--- src/rtl/core/mcmf_ram.sv ---
// Generic single-write, single-read RAM with registered read data.
`timescale 1ns / 1ps
module mcmf_ram #(
  parameter int WIDTH = 8,
  parameter int DEPTH = 64
) (
  input  logic                     clk,
  input  logic                     we,
  input  logic [$clog2(DEPTH)-1:0] waddr,
  input  logic [WIDTH-1:0]         wdata,
  input  logic [$clog2(DEPTH)-1:0] raddr,
  output logic [WIDTH-1:0]         rdata
);
  logic [WIDTH-1:0] mem [DEPTH];

  always_ff @(posedge clk) begin
    if (we) mem[waddr] <= wdata;
    rdata <= mem[raddr];
  end
endmodule

--- config.mk ---
export PLATFORM = sky130hd
export DESIGN_NAME = mcmf_ram
export DESIGN_NICKNAME = d
export VERILOG_FILES = /design/src/rtl/core/mcmf_ram.sv
export SDC_FILE = /design/constraint.sdc
export NUM_CORES = 1
export LEC_CHECK = 0
export BUFFER_PORTS_ARGS = -buffer_cell sky130_fd_sc_hd__buf_2
export CAP_MARGIN = 15
export CORE_MARGIN = 3
export CORE_UTILIZATION = 29
export DETAILED_ROUTE_END_ITERATION = 8
export PLACE_DENSITY = 0.43
export RECOVER_POWER = 50
export SYNTH_ARGS = -nofsm -noshare
export SYNTH_HDL_FRONTEND = slang
export SYNTH_SLANG_ARGS = --single-unit
--- constraint.sdc ---
create_clock -name clk -period 3.1 [get_ports clk]
set_input_delay 0.62 -clock clk [delete_from_list [all_inputs] [get_ports clk]]
set_output_delay 0.62 -clock clk [all_outputs]
set_load 0.02 [all_outputs]
# Word level (Yosys, flattened, before mapping)
# Memories as Yosys holds them, arrays and structs flattened. A register that Yosys moved wholly into a read port is not among the register bits.
# Index checks and enable logic that the tools add are counted.
# classes
mux,2
# op_table
op,n
$mux W1,2
# word_totals
reg_bits,0
out_inout_bits,8
elab_cells,3
memories,1
inputBits,22
ram_bits,512
# memory_table
memory,depth,width,rd,rd_ports_with_merged_regs,wr,line_no,text
mem,64,8,1,1,1,14,logic [WIDTH-1:0] mem [DEPTH];

# Depth between registers and ports, before layout
# depth
depth_word,2
ltp_mapped,9
depth_no_buf,5

# Worst setup path before layout
# Ideal clock, no wire load.
# synth_path
kind,input to register
start,input port raddr[1]
end,"register rdata[3], read port of mem"
required_ps,2972
arrival_time_ps,2160
setup_time_ps,128
path_slack_ps,812
cell_stages,7
cell_sequence,buf_4 buf_2 buf_2 mux4_2 mux4_2 o21ai_1 o41ai_1
# synth_lines
element,line_no,text
start: declaration,11,"input logic [$clog2(DEPTH)-1:0] raddr,"
end: declaration,12,output logic [WIDTH-1:0] rdata

# Worst setup path in the final report
# layout_path
start,input port wdata[2]
end,memory mem[41][2] (data pin)
# layout_lines
element,line_no,text
start: declaration,10,"input logic [WIDTH-1:0] wdata,"
end: declaration,14,
# Straight into the memory's write port.

==> reports/metrics.cfg <==
[critical_path]
worst_setup_path_end_kind = flop
cp-start-kind = primary input
path_class = primary input to flop
critPathMaxStageDelay_ns = 1.24
worst_ep_required_time_ns = 3.39
critPathSlowestCell = clkbuf_1
arrival_ns = 2.66
cp_cell_sequence = clkbuf_1, clkbuf_2
worst_path_dominant_cell_family = buffers and inverters
path_buf_inv = 2
critPathMaxFanout = 33

[run]
drv_cap = 6

[final_layout]
nets = 1132
multi_input_area_um2 = 4320
drive_above_1_share_pct = 31.1
seq_area_um2 = 15500
design_area_um2 = 23900
fillers = 6522
area_growth_pct = 18.7
diodes = 0
layout.cells.non_filler = 2085

[pwr]
power_density_nw_per_um2 = 630
power_mw = 15.1
leakage_nw = 7.57
vdd_drop_max_uv = 483

[synthesis]
synth-edff-count = 512
syn-instance-count = 940
synth.net_count = 962
synth-seq-area-share_pct = 77.0
avgSynthCellArea_um2 = 21.5
synth_top_flop_cell = edfxtp_1
ys_warn_count = 0
synth-seq-cells = 520
mappedNetlistArea_um2 = 20200
ys_types = 40
async_flop_share_pct = 0

[timing]
setup_tns_ns = 0
finalMaxSlewViolations = 218
finalCriticalPeriod_ns = 2.37
rsz0062_at_grt = false
setup_violations = 0
fin_skew_ns = 0.00886
hold_violations = 0
min_period_over_period_pct = 76.3
whs_ns = 0.399
maxSlewHeadroom_pct = -47.4
fmax_mhz = 423
tightestPinTransition_ns = 2.21

[drt]
drt-total-wl_um = 52200
ant_nets = 0
met2_length_um = 24300
drt-vias-per-instance = 4.73
vias = 9857
dr.pass1.iters = 4
drt-initial-drc-count = 815
drc = 0
top_layer = met5
wl_per_cell_um = 25.1
wl_met3_um = 2490
met1_length_um = 24400

[outcome]
status = finished, violations left
violations = capacitance limit, slew limit

[place]
io_buffers = 29
placed_cells = 1983
gp_congestion = 0.764
place_area_um2 = 22300
dpl.hpwl_um = 33800

[cts]
htree_levels = 2
cts_resized = 0
cts.path.max_buffers = 3
clkTransAtPathRegs_ns = 0.06
cts_buffers = 56
post-cts-setup-buffer-count = 0
cts_tree = yes
cts_hold_buffers = 0
worstSkewPairLatency_ns = 0.59
cts.sinks = 520
cts-root-buf = clkbuf_16

[die]
ioPinCount = 30
die-area_um2 = 72700
dieWidth_um = 270
fp.dieH_um = 270
core-area_um2 = 68700
start_util_pct = 29.4
rows = 96

[global_route]
grt_max_degree = 65
grt_pass1_wl_um = 75900
overflow = 0
grt_util_all_layers_pct = 14.4
antenna_found_initial = 3
grt_pass1_vias = 10420

[hold_path]
hp-class = primary input to flop

## Yosys cell counts, drive strengths merged (6+ instances only)
cell	instances	share of area, %
nand2	19	0.35
mux2i	23	1.1
mux4	126	14
a221oi	6	0.26
nand3	13	0.32
nand2b	7	0.22
dfxtp	8	0.79
mux2	13	0.73
buf	34	1.3
clkbuf	17	0.32
o221ai	8	0.35
edfxtp	512	76
o22ai	8	0.25
nor2b	14	0.43
nor3	7	0.17
nor2	83	1.5
## state kept, by name, summed over array words and instances (netlist names)
name and cells:
rdata 8, mem 512
## cell families (layout without fill, tap and decap cells)
logic type      count (synthesis)  count (layout)  share of synthesized area (%)
compound gates                 54              54                           2.07
buf+inv                        51             265                           1.57
flops                         520             520                           77.0
mux                           162             162                           15.9
simple gates                  153             153                           3.39
## power breakdown
| part | internal (mW) | leakage [nW] | switching (mW) |
|---|---|---|---|
| logic | 0.303 | 2.05 | 0.497 |
| registers | 7.79 | 4.67 | 0.0318 |
| clock network | 3.77 | 0.849 | 2.69 |
## cell type report
type	count	share of cell area (%)
clock buffers	72	6.19
clock inverters	30	1.12
multi-input cells	369	18.0
flip-flops and latches	520	64.9
well taps	931	4.86
repair buffers	163	4.92
## metal layers
metal | vias to the layer above | track usage (%)
met5 | - | 0
met4 | 4 | 3.71
met3 | 79 | 2.92
met2 | 205 | 22.8
met1 | 5291 | 20.4
li1 | 4278 | -
## per-stage QoR
step | utilization [%] | setup WS (ns)
2_1_floorplan | - | 0.812
3_3_place_gp | 32.4 | 0.150
3_5_place_dp | 32.4 | 0.147
4_1_cts | 35.0 | 0.788
5_1_grt | 34.9 | 0.577
6_report | 34.9 | 0.735
## final timing paths
check	start	to	slack (ns)	cells past startpoint
worst max register to register	mem[29][6]$_DFFE_PP_	rdata[6]$_DFF_P_	0.84	5
worst min-delay path	wdata[5]	mem[21][5]$_DFFE_PP_	0.40	1
worst max-delay path	wdata[2]	mem[41][2]$_DFFE_PP_	0.73	2
worst min register to register	mem[27][4]$_DFFE_PP_	rdata[4]$_DFF_P_	0.88	3
## cell usage in the layout, fill, tap and decap left out, types with 3 or more instances in the layout
cell,count
edfxtp_1,512
mux4_2,126
buf_4,115
nor2_1,83
clkbuf_16,57
clkbuf_1,35
mux2i_1,23
nand2_1,19
buf_2,18
nor2b_1,14
mux2_2,13
nand3_1,13
clkinv_1,12
clkinv_2,10
o221ai_1,8
o22ai_1,8
dfxtp_1,8
nand2b_1,7
nor3_1,7
a221oi_1,6
buf_12,6
bufinv_16,5
a211oi_1,4
nand3b_1,3
a21oi_1,3
a22oi_1,3
o2111ai_1,3
o2bb2ai_1,3
clkinvlp_4,3
clkbuf_2,3
No activity file was read; power rests on OpenSTA's default activity.
